`config.mk`:
```
export PLATFORM = sky130hd
export DESIGN_NAME = json_string_unescape_utf8
export DESIGN_NICKNAME = d
export VERILOG_FILES = /design/src/rtl/core/jsu_pkg.sv /design/src/rtl/core/jsu_decode.sv /design/src/rtl/core/jsu_serial.sv /design/src/rtl/core/json_string_unescape_utf8.sv
export SDC_FILE = /design/constraint.sdc
export NUM_CORES = 1
export LEC_CHECK = 0
export BUFFER_PORTS_ARGS = -buffer_cell sky130_fd_sc_hd__buf_2
export CAP_MARGIN = 20
export CELL_PAD_IN_SITES_DETAIL_PLACEMENT = 1
export CELL_PAD_IN_SITES_GLOBAL_PLACEMENT = 1
export CORE_MARGIN = 5
export CORE_UTILIZATION = 42
export DETAILED_ROUTE_END_ITERATION = 8
export PLACE_DENSITY_LB_ADDON = 0.08
export SLEW_MARGIN = 20
export SYNTH_ARGS = -nofsm -noshare
export SYNTH_HDL_FRONTEND = slang
export SYNTH_SLANG_ARGS = --single-unit
export TNS_END_PERCENT = 30
```
`constraint.sdc`:
```
create_clock -name clk_i -period 4.4 [get_ports clk_i]
set_clock_uncertainty 0.05 [all_clocks]
set_input_delay 0.22 -clock clk_i [delete_from_list [all_inputs] [get_ports clk_i]]
set_output_delay 0.22 -clock clk_i [all_outputs]
set_load 0.02 [all_outputs]
```
`src/rtl/core/jsu_pkg.sv`:
```
// Package for the JSON string unescaper: scan modes, result group type,
// character codes and the hex digit decoder. No dependencies.
package jsu_pkg;

  typedef enum logic [2:0] {
    MODE_START = 3'd0,
    MODE_PLAIN = 3'd1,
    MODE_ESC   = 3'd2,
    MODE_HEX1  = 3'd3,
    MODE_HEX2  = 3'd4,
    MODE_HEX3  = 3'd5,
    MODE_HEX4  = 3'd6
  } jsu_mode_e;

  localparam logic [7:0] CH_QUOTE = 8'h22;
  localparam logic [7:0] CH_BSL   = 8'h5c;
  localparam logic [7:0] CH_N     = 8'h6e;
  localparam logic [7:0] CH_R     = 8'h72;
  localparam logic [7:0] CH_T     = 8'h74;
  localparam logic [7:0] CH_B     = 8'h62;
  localparam logic [7:0] CH_F     = 8'h66;
  localparam logic [7:0] CH_U     = 8'h75;

  localparam logic [7:0] CODE_LF = 8'h0a;
  localparam logic [7:0] CODE_CR = 8'h0d;
  localparam logic [7:0] CODE_HT = 8'h09;
  localparam logic [7:0] CODE_BS = 8'h08;
  localparam logic [7:0] CODE_FF = 8'h0c;

  localparam logic [7:0] UTF_CONT  = 8'h80;
  localparam logic [7:0] UTF_LEAD2 = 8'hc0;
  localparam logic [7:0] UTF_LEAD3 = 8'he0;

  // Decoded bytes of one input beat, sent out one per cycle unless the output stalls.
  typedef struct packed {
    logic [1:0]      cnt;
    logic [7:0]      byte2;
    logic [7:0]      byte1;
    logic [7:0]      byte0;
    logic            str_end;
    logic            bad;
  } jsu_grp_t;

  // {valid, value}; non-hex digits give value zero.
  function automatic logic [4:0] hex_digit(input logic [7:0] c);
    logic [4:0] r;
    r = 5'd0;
    if (c >= 8'h30 && c <= 8'h39) begin
      r = {1'b1, c[3:0]};
    end else if ((c >= 8'h61 && c <= 8'h66) || (c >= 8'h41 && c <= 8'h46)) begin
      r = {1'b1, c[3:0] + 4'd9};
    end
    return r;
  endfunction

endpackage

```
`src/rtl/core/jsu_decode.sv`:
```
// Scan state and per-beat decode into a group of up to three bytes.
// Depends on jsu_pkg.
module jsu_decode import jsu_pkg::*; (
  input  logic       clk_i,
  input  logic       rst_ni,
  input  logic [7:0] byte_i,
  input  logic       take_i,
  output jsu_grp_t   grp_o
);

  jsu_mode_e   mode_q, mode_d;
  logic [15:0] cp_q, cp_d;
  logic        err_q, err_d;
  logic [4:0]  hex;
  logic [15:0] cp_new;
  logic        err_new;

  always_ff @(posedge clk_i or negedge rst_ni) begin
    if (!rst_ni) begin
      mode_q <= MODE_START;
      cp_q   <= 16'd0;
      err_q  <= 1'b0;
    end else if (take_i) begin
      mode_q <= mode_d;
      cp_q   <= cp_d;
      err_q  <= err_d;
    end
  end

  assign hex     = hex_digit(byte_i);
  assign cp_new  = {cp_q[11:0], hex[3:0]};
  assign err_new = err_q | ~hex[4];

  always_comb begin
    mode_d = mode_q;
    cp_d   = cp_q;
    err_d  = err_q;
    grp_o  = '0;
    case (mode_q)
      MODE_ESC: begin
        mode_d    = MODE_PLAIN;
        grp_o.cnt = 2'd1;
        case (byte_i)
          CH_N:    grp_o.byte0 = CODE_LF;
          CH_R:    grp_o.byte0 = CODE_CR;
          CH_T:    grp_o.byte0 = CODE_HT;
          CH_B:    grp_o.byte0 = CODE_BS;
          CH_F:    grp_o.byte0 = CODE_FF;
          CH_U: begin
            grp_o.cnt = 2'd0;
            cp_d      = 16'd0;
            err_d     = 1'b0;
            mode_d    = MODE_HEX1;
          end
          default: grp_o.byte0 = byte_i;
        endcase
      end
      MODE_HEX1, MODE_HEX2, MODE_HEX3: begin
        cp_d  = cp_new;
        err_d = err_new;
        case (mode_q)
          MODE_HEX1: mode_d = MODE_HEX2;
          MODE_HEX2: mode_d = MODE_HEX3;
          default:   mode_d = MODE_HEX4;
        endcase
      end
      MODE_HEX4: begin
        cp_d      = cp_new;
        err_d     = err_new;
        mode_d    = MODE_PLAIN;
        grp_o.bad = err_new;
        if (cp_new[15:7] == 9'd0) begin
          grp_o.cnt   = 2'd1;
          grp_o.byte0 = cp_new[7:0];
        end else if (cp_new[15:11] == 5'd0) begin
          grp_o.cnt   = 2'd2;
          grp_o.byte0 = UTF_LEAD2 | {3'd0, cp_new[10:6]};
          grp_o.byte1 = UTF_CONT | {2'd0, cp_new[5:0]};
        end else begin
          grp_o.cnt   = 2'd3;
          grp_o.byte0 = UTF_LEAD3 | {4'd0, cp_new[15:12]};
          grp_o.byte1 = UTF_CONT | {2'd0, cp_new[11:6]};
          grp_o.byte2 = UTF_CONT | {2'd0, cp_new[5:0]};
        end
      end
      default: begin
        if (mode_q == MODE_START && byte_i == CH_QUOTE) begin
          mode_d = MODE_PLAIN;
        end else if (byte_i == CH_QUOTE) begin
          grp_o.cnt     = 2'd1;
          grp_o.str_end = 1'b1;
          mode_d        = MODE_START;
          cp_d          = 16'd0;
          err_d         = 1'b0;
        end else if (byte_i == CH_BSL) begin
          mode_d = MODE_ESC;
        end else begin
          grp_o.cnt   = 2'd1;
          grp_o.byte0 = byte_i;
          mode_d      = MODE_PLAIN;
        end
      end
    endcase
  end

endmodule

```
`src/rtl/core/jsu_serial.sv`:
```
// Result register: holds one decoded group and sends its bytes as beats.
// Depends on jsu_pkg.
module jsu_serial import jsu_pkg::*; (
  input  logic       clk_i,
  input  logic       rst_ni,
  input  logic       load_i,
  input  jsu_grp_t   grp_i,
  output logic       free_o,
  output logic       out_valid_o,
  input  logic       out_stall_i,
  output logic [7:0] out_byte_o,
  output logic       string_end_o,
  output logic       last_o,
  output logic       bad_hex_o
);

  logic     vld_q;
  logic [1:0] idx_q;
  jsu_grp_t grp_q;
  logic     last;

  assign last   = (idx_q == grp_q.cnt - 2'd1);
  assign free_o = !vld_q || (!out_stall_i && last);

  always_ff @(posedge clk_i or negedge rst_ni) begin
    if (!rst_ni) begin
      vld_q <= 1'b0;
      idx_q <= 2'd0;
    end else if (load_i) begin
      vld_q <= 1'b1;
      idx_q <= 2'd0;
    end else if (vld_q && !out_stall_i) begin
      if (last) begin
        vld_q <= 1'b0;
      end else begin
        idx_q <= idx_q + 2'd1;
      end
    end
  end

  always_ff @(posedge clk_i) begin
    if (load_i) begin
      grp_q <= grp_i;
    end
  end

  always_comb begin
    case (idx_q)
      2'd0:    out_byte_o = grp_q.byte0;
      2'd1:    out_byte_o = grp_q.byte1;
      default: out_byte_o = grp_q.byte2;
    endcase
  end

  assign out_valid_o  = vld_q;
  assign string_end_o = grp_q.str_end;
  assign last_o       = last;
  assign bad_hex_o    = grp_q.bad;

endmodule

```
`src/rtl/core/json_string_unescape_utf8.sv`:
```
// JSON string unescaper: one raw string byte per beat in, decoded UTF-8 bytes out.
// The accepted input byte is registered, then decoded into the result register.
// Throughput: one input beat per cycle unless stalled; a \u escape sends up to three
// result beats, one per cycle unless stalled, stalling input beats that give output.
// Reset: asynchronous, active low; scan state returns to string start, pipeline empties.
// Depends on jsu_pkg, jsu_decode, jsu_serial.
module json_string_unescape_utf8 import jsu_pkg::*; (
  input  logic       clk_i,
  input  logic       rst_ni,
  input  logic       in_valid_i,
  output logic       in_stall_o,
  input  logic [7:0] in_byte_i,
  output logic       out_valid_o,
  input  logic       out_stall_i,
  output logic [7:0] out_byte_o,
  output logic       string_end_o,
  output logic       last_o,
  output logic       bad_hex_o
);

  logic       in_vld_q;
  logic [7:0] in_byte_q;
  jsu_grp_t   grp;
  logic       free;
  logic       take;

  assign take       = in_vld_q && (grp.cnt == 2'd0 || free);
  assign in_stall_o = in_vld_q && !take;

  always_ff @(posedge clk_i or negedge rst_ni) begin
    if (!rst_ni) begin
      in_vld_q <= 1'b0;
    end else if (!in_stall_o) begin
      in_vld_q <= in_valid_i;
    end
  end

  always_ff @(posedge clk_i) begin
    if (!in_stall_o && in_valid_i) begin
      in_byte_q <= in_byte_i;
    end
  end

  jsu_decode u_decode (
    .clk_i  (clk_i),
    .rst_ni (rst_ni),
    .byte_i (in_byte_q),
    .take_i (take),
    .grp_o  (grp)
  );

  jsu_serial u_serial (
    .clk_i        (clk_i),
    .rst_ni       (rst_ni),
    .load_i       (take && grp.cnt != 2'd0),
    .grp_i        (grp),
    .free_o       (free),
    .out_valid_o  (out_valid_o),
    .out_stall_i  (out_stall_i),
    .out_byte_o   (out_byte_o),
    .string_end_o (string_end_o),
    .last_o       (last_o),
    .bad_hex_o    (bad_hex_o)
  );

endmodule

```
==> impl_results.md <==
* Final setup fails at 0
* Worst Tran Pin Value at roughly 0.95 ns
* Max VDD drop at about 0.31 mV
* Vias in the first global route at ~2,400
* Int Pwr at 1.18 mW
* R2r worst-path depth at 7
* Ys flop type: edfxtp_1
* First-pass GRT wire length at around 13 mm
* Combinational power share at 0.476
* Hold bufs inserted after CTS at 1
* Pwr per Cell Area at 660 nW/um^2
* #FFs+latches synth at between 50 and 60
* I/O Pins at 25
* Net switching power of the design at between 1 and 1.5 mW
* CTS tree: yes
* Area Growth Syn to Fin at 9.28%
* Core footprint at 7180 um^2
* Most frequent cells in the layout: 54 x nand2_1, 34 x edfxtp_1, 24 x nor2_1, 24 x buf_2, 20 x dfrtp_1
* Routed Antenna Nets at 0
* Total clock sinks at 54
* WHS Path Cells at 1
* Net Sw Frac at 0.465
* Layout Utilization at 0.464
* WS Path Type: register to output port
* Leak pwr at approximately 1.3 nW
* RePlAce Congestion at roughly 0.86
* Post-synth EDFFs at 34
* Drt drc at 0
* Min Tclk post-route at roughly 3.0 ns
* HPWL Detailed at around 5.8 mm
* Clock Latency Late Sink at 0.31 ns
* Die height at between 90 and 100 um
* Run status: completed
* Remaining Overflow, GRT at 0
* Die area at 9060 um^2
* Synthesized area at 3050 um^2
* Final slew viol count at 0
* Die W at between 90 and 100 um
* Clk root buf: clkbuf_8
* Post-CTS sizing at 0
* Hold Slack at between 0.02 and 0.03 ns
* Ant diodes at 0
* Routed WL per cell at ~19 um
* Syn. warnings at 0
* Most common cell after layout, fill and taps aside: nand2_1
* Critical path arrival at roughly 2.7 ns
* Hold Startpoint: in_byte_i[6]
* DR pass1 iterations at 4
* CP Max Fanout at 7
* Highest clock rate at about 340 MHz
* Num CTS Buffers at 5
* Hold Violations, Final at 0
* Number of setup buffers added after CTS at 0
* Vias per inst at roughly 5.6
* Sequential area share after synthesis at 0.499
* Gr usage total at 0.186
* Yosys cell types at 58
* Total Wirelength at just under 8 mm
* Row cnt at 31
* IO Port Bufs at 24
* Seq pwr share at 0.395
* Starting Density at 0.425
* Syn Nets at ~320
* Clock Path Buffers at 2
* FF-to-FF Start: in_byte_q[0]
* Cells after Synth at between 300 and 400
* R2R Setup Slk at between 1.5 and 2 ns
* Critical path required time at around 4.1 ns
* Share of layout cells above drive strength 1 at 0.177
* Final period util at 0.674
* TNS Setup at 0 ns
* RSZ-0062 raised after global routing: no
* Hold/Removal Path Class: input pin to register
* Critical R2R Capture: in_byte_q[0]
* Via Count at roughly 2,400
* Number of max-cap violations at 0
* Syn avg cell area at around 10 um^2
* Final nets at around 340
* Asr flop ratio synth at 0.370
* Relative slew slack at 0.360
* Hold EP: in_byte_q[6]
* H-tree levels at 2
* Startpoint types: register
* Worst Setup End Kind: output port
* DR iter-0 viols at between 100 and 150
* Clk pwr share at 0.129
* Initial antenna violation count at 0
* Worst-path clk slew at roughly 0.09 ns
* Pin count of the biggest net entering global routing at 29
-- area by class of cell --
cell class / count / area, um^2
fill: 848 / 3840
sequential: 54 / 1520
multi-input combinational: 224 / 1400
timing repair buffer: 27 / 145
tap: 99 / 124
clock buffer: 6 / 72.6
inverter: 14 / 52.6
clock inverter: 2 / 15.0
-- per-layer routing --
metal | vias up | share of wire | routed length [um] | track usage
met1 | 1190 | 0.45 | 3590 | 0.252
li1 | 1149 | - | - | -
met2 | 54 | 0.48 | 3800 | 0.310
met3 | 12 | 0.048 | 378 | 0.0276
met4 | 0 | 0.017 | 134 | 0.0493
met5 | - | 0 | 0 | 0
-- flip-flops by register name, indices dropped and copies added (netlist names) --
| register | flops |
|---|---|
| u_serial.grp_q | 24 |
| u_decode.cp_q | 12 |
| in_byte_q | 8 |
| u_decode.mode_q | 3 |
| u_serial.idx_q | 2 |
| in_vld_q | 1 |
| u_decode.err_q | 1 |
| u_serial.bad_hex_o | 1 |
| u_serial.out_valid_o | 1 |
| u_serial.string_end_o | 1 |
-- power by group through the flow --
stage | clock network, mW | registers (mW) | logic (mW)
floorplan | 0 | 0.799 | 0.819
global placement | 0 | 0.873 | 1.03
detailed placement | 0 | 0.878 | 1.05
CTS | 0.290 | 0.866 | 1.06
global route | 0.310 | 0.888 | 1.16
finish | 0.284 | 0.868 | 1.05
-- synth_stat cells, types with 2 or more instances --
library cell | n | share of area
buf_6 | 3 | 0.011
o21ai_0 | 10 | 0.016
o21bai_1 | 3 | 0.0074
a22oi_1 | 8 | 0.020
and2_1 | 4 | 0.0082
xnor2_1 | 4 | 0.011
nor3b_1 | 2 | 0.0049
buf_2 | 3 | 0.0049
nand2_1 | 54 | 0.067
o21ai_2 | 8 | 0.023
nor2_1 | 24 | 0.030
a211oi_1 | 6 | 0.015
and3_1 | 5 | 0.010
edfxtp_1 | 34 | 0.33
ha_1 | 6 | 0.025
clkbuf_1 | 7 | 0.0086
inv_1 | 14 | 0.017
nand2b_1 | 4 | 0.0082
o211ai_1 | 3 | 0.0074
dfrtp_1 | 20 | 0.16
o31ai_1 | 3 | 0.0074
nor4_1 | 4 | 0.0082
a21o_1 | 2 | 0.0049
nor2b_1 | 4 | 0.0082
nor3_1 | 3 | 0.0049
a21oi_1 | 16 | 0.026
nand3_1 | 10 | 0.016
xor2_1 | 3 | 0.0086
a31oi_1 | 3 | 0.0062
nand2_2 | 2 | 0.0041
mux2i_1 | 4 | 0.013
o221ai_1 | 2 | 0.0057
nand3b_1 | 3 | 0.0074
-- critical path, stage by stage, from the launching register on --
cell and delay (ns):
edfxtp_1 0.50, inv_1 0.12, ha_1 0.26, and3_1 0.22
a211oi_1 0.46, a311oi_4 0.13, or3_2 0.48, inv_1 0.07
buf_2 0.15
-- worst max-delay path by stage --
stage                 start                  to  slack (ns)
6_report       in_byte_q[1]          in_stall_o        1.43
3_3_place_gp   in_byte_q[0]        in_byte_q[0]        1.67
2_1_floorplan  in_byte_q[0]  u_serial.bad_hex_o        0.32
3_5_place_dp   in_byte_q[2]        in_byte_q[5]        1.58
4_1_cts        in_byte_q[1]          in_stall_o        1.44
5_1_grt        in_byte_q[1]    u_decode.cp_q[2]        1.24
-- logic make-up (layout without fill, tap and decap cells) --
logic type,after synthesis,after routing,synth area share
muxes,5,5,0.0168
buffers and inverters,28,49,0.0431
xor gates and xnor gates,7,7,0.0201
AOI/OAI and AO/OA,78,78,0.192
adders and majority gates,6,6,0.0246
DFF,54,54,0.499
and+or+nand+nor,128,128,0.204
-- per-stage QoR --
| stage | total power [mW] | instance area [um^2] | worst slack, ns | std cells |
|---|---|---|---|---|
| finish | 2.20 | 3330 | 1.43 | 426 |
| detailed placement | 1.93 | 3230 | 1.58 | 417 |
| global placement | 1.91 | 3230 | 1.67 | 417 |
| CTS | 2.21 | 3330 | 1.44 | 426 |
| floorplan | 1.62 | 3050 | 0.316 | 306 |
| global route | 2.35 | 3330 | 1.24 | 426 |
Power figures use the tool's default switching activity.
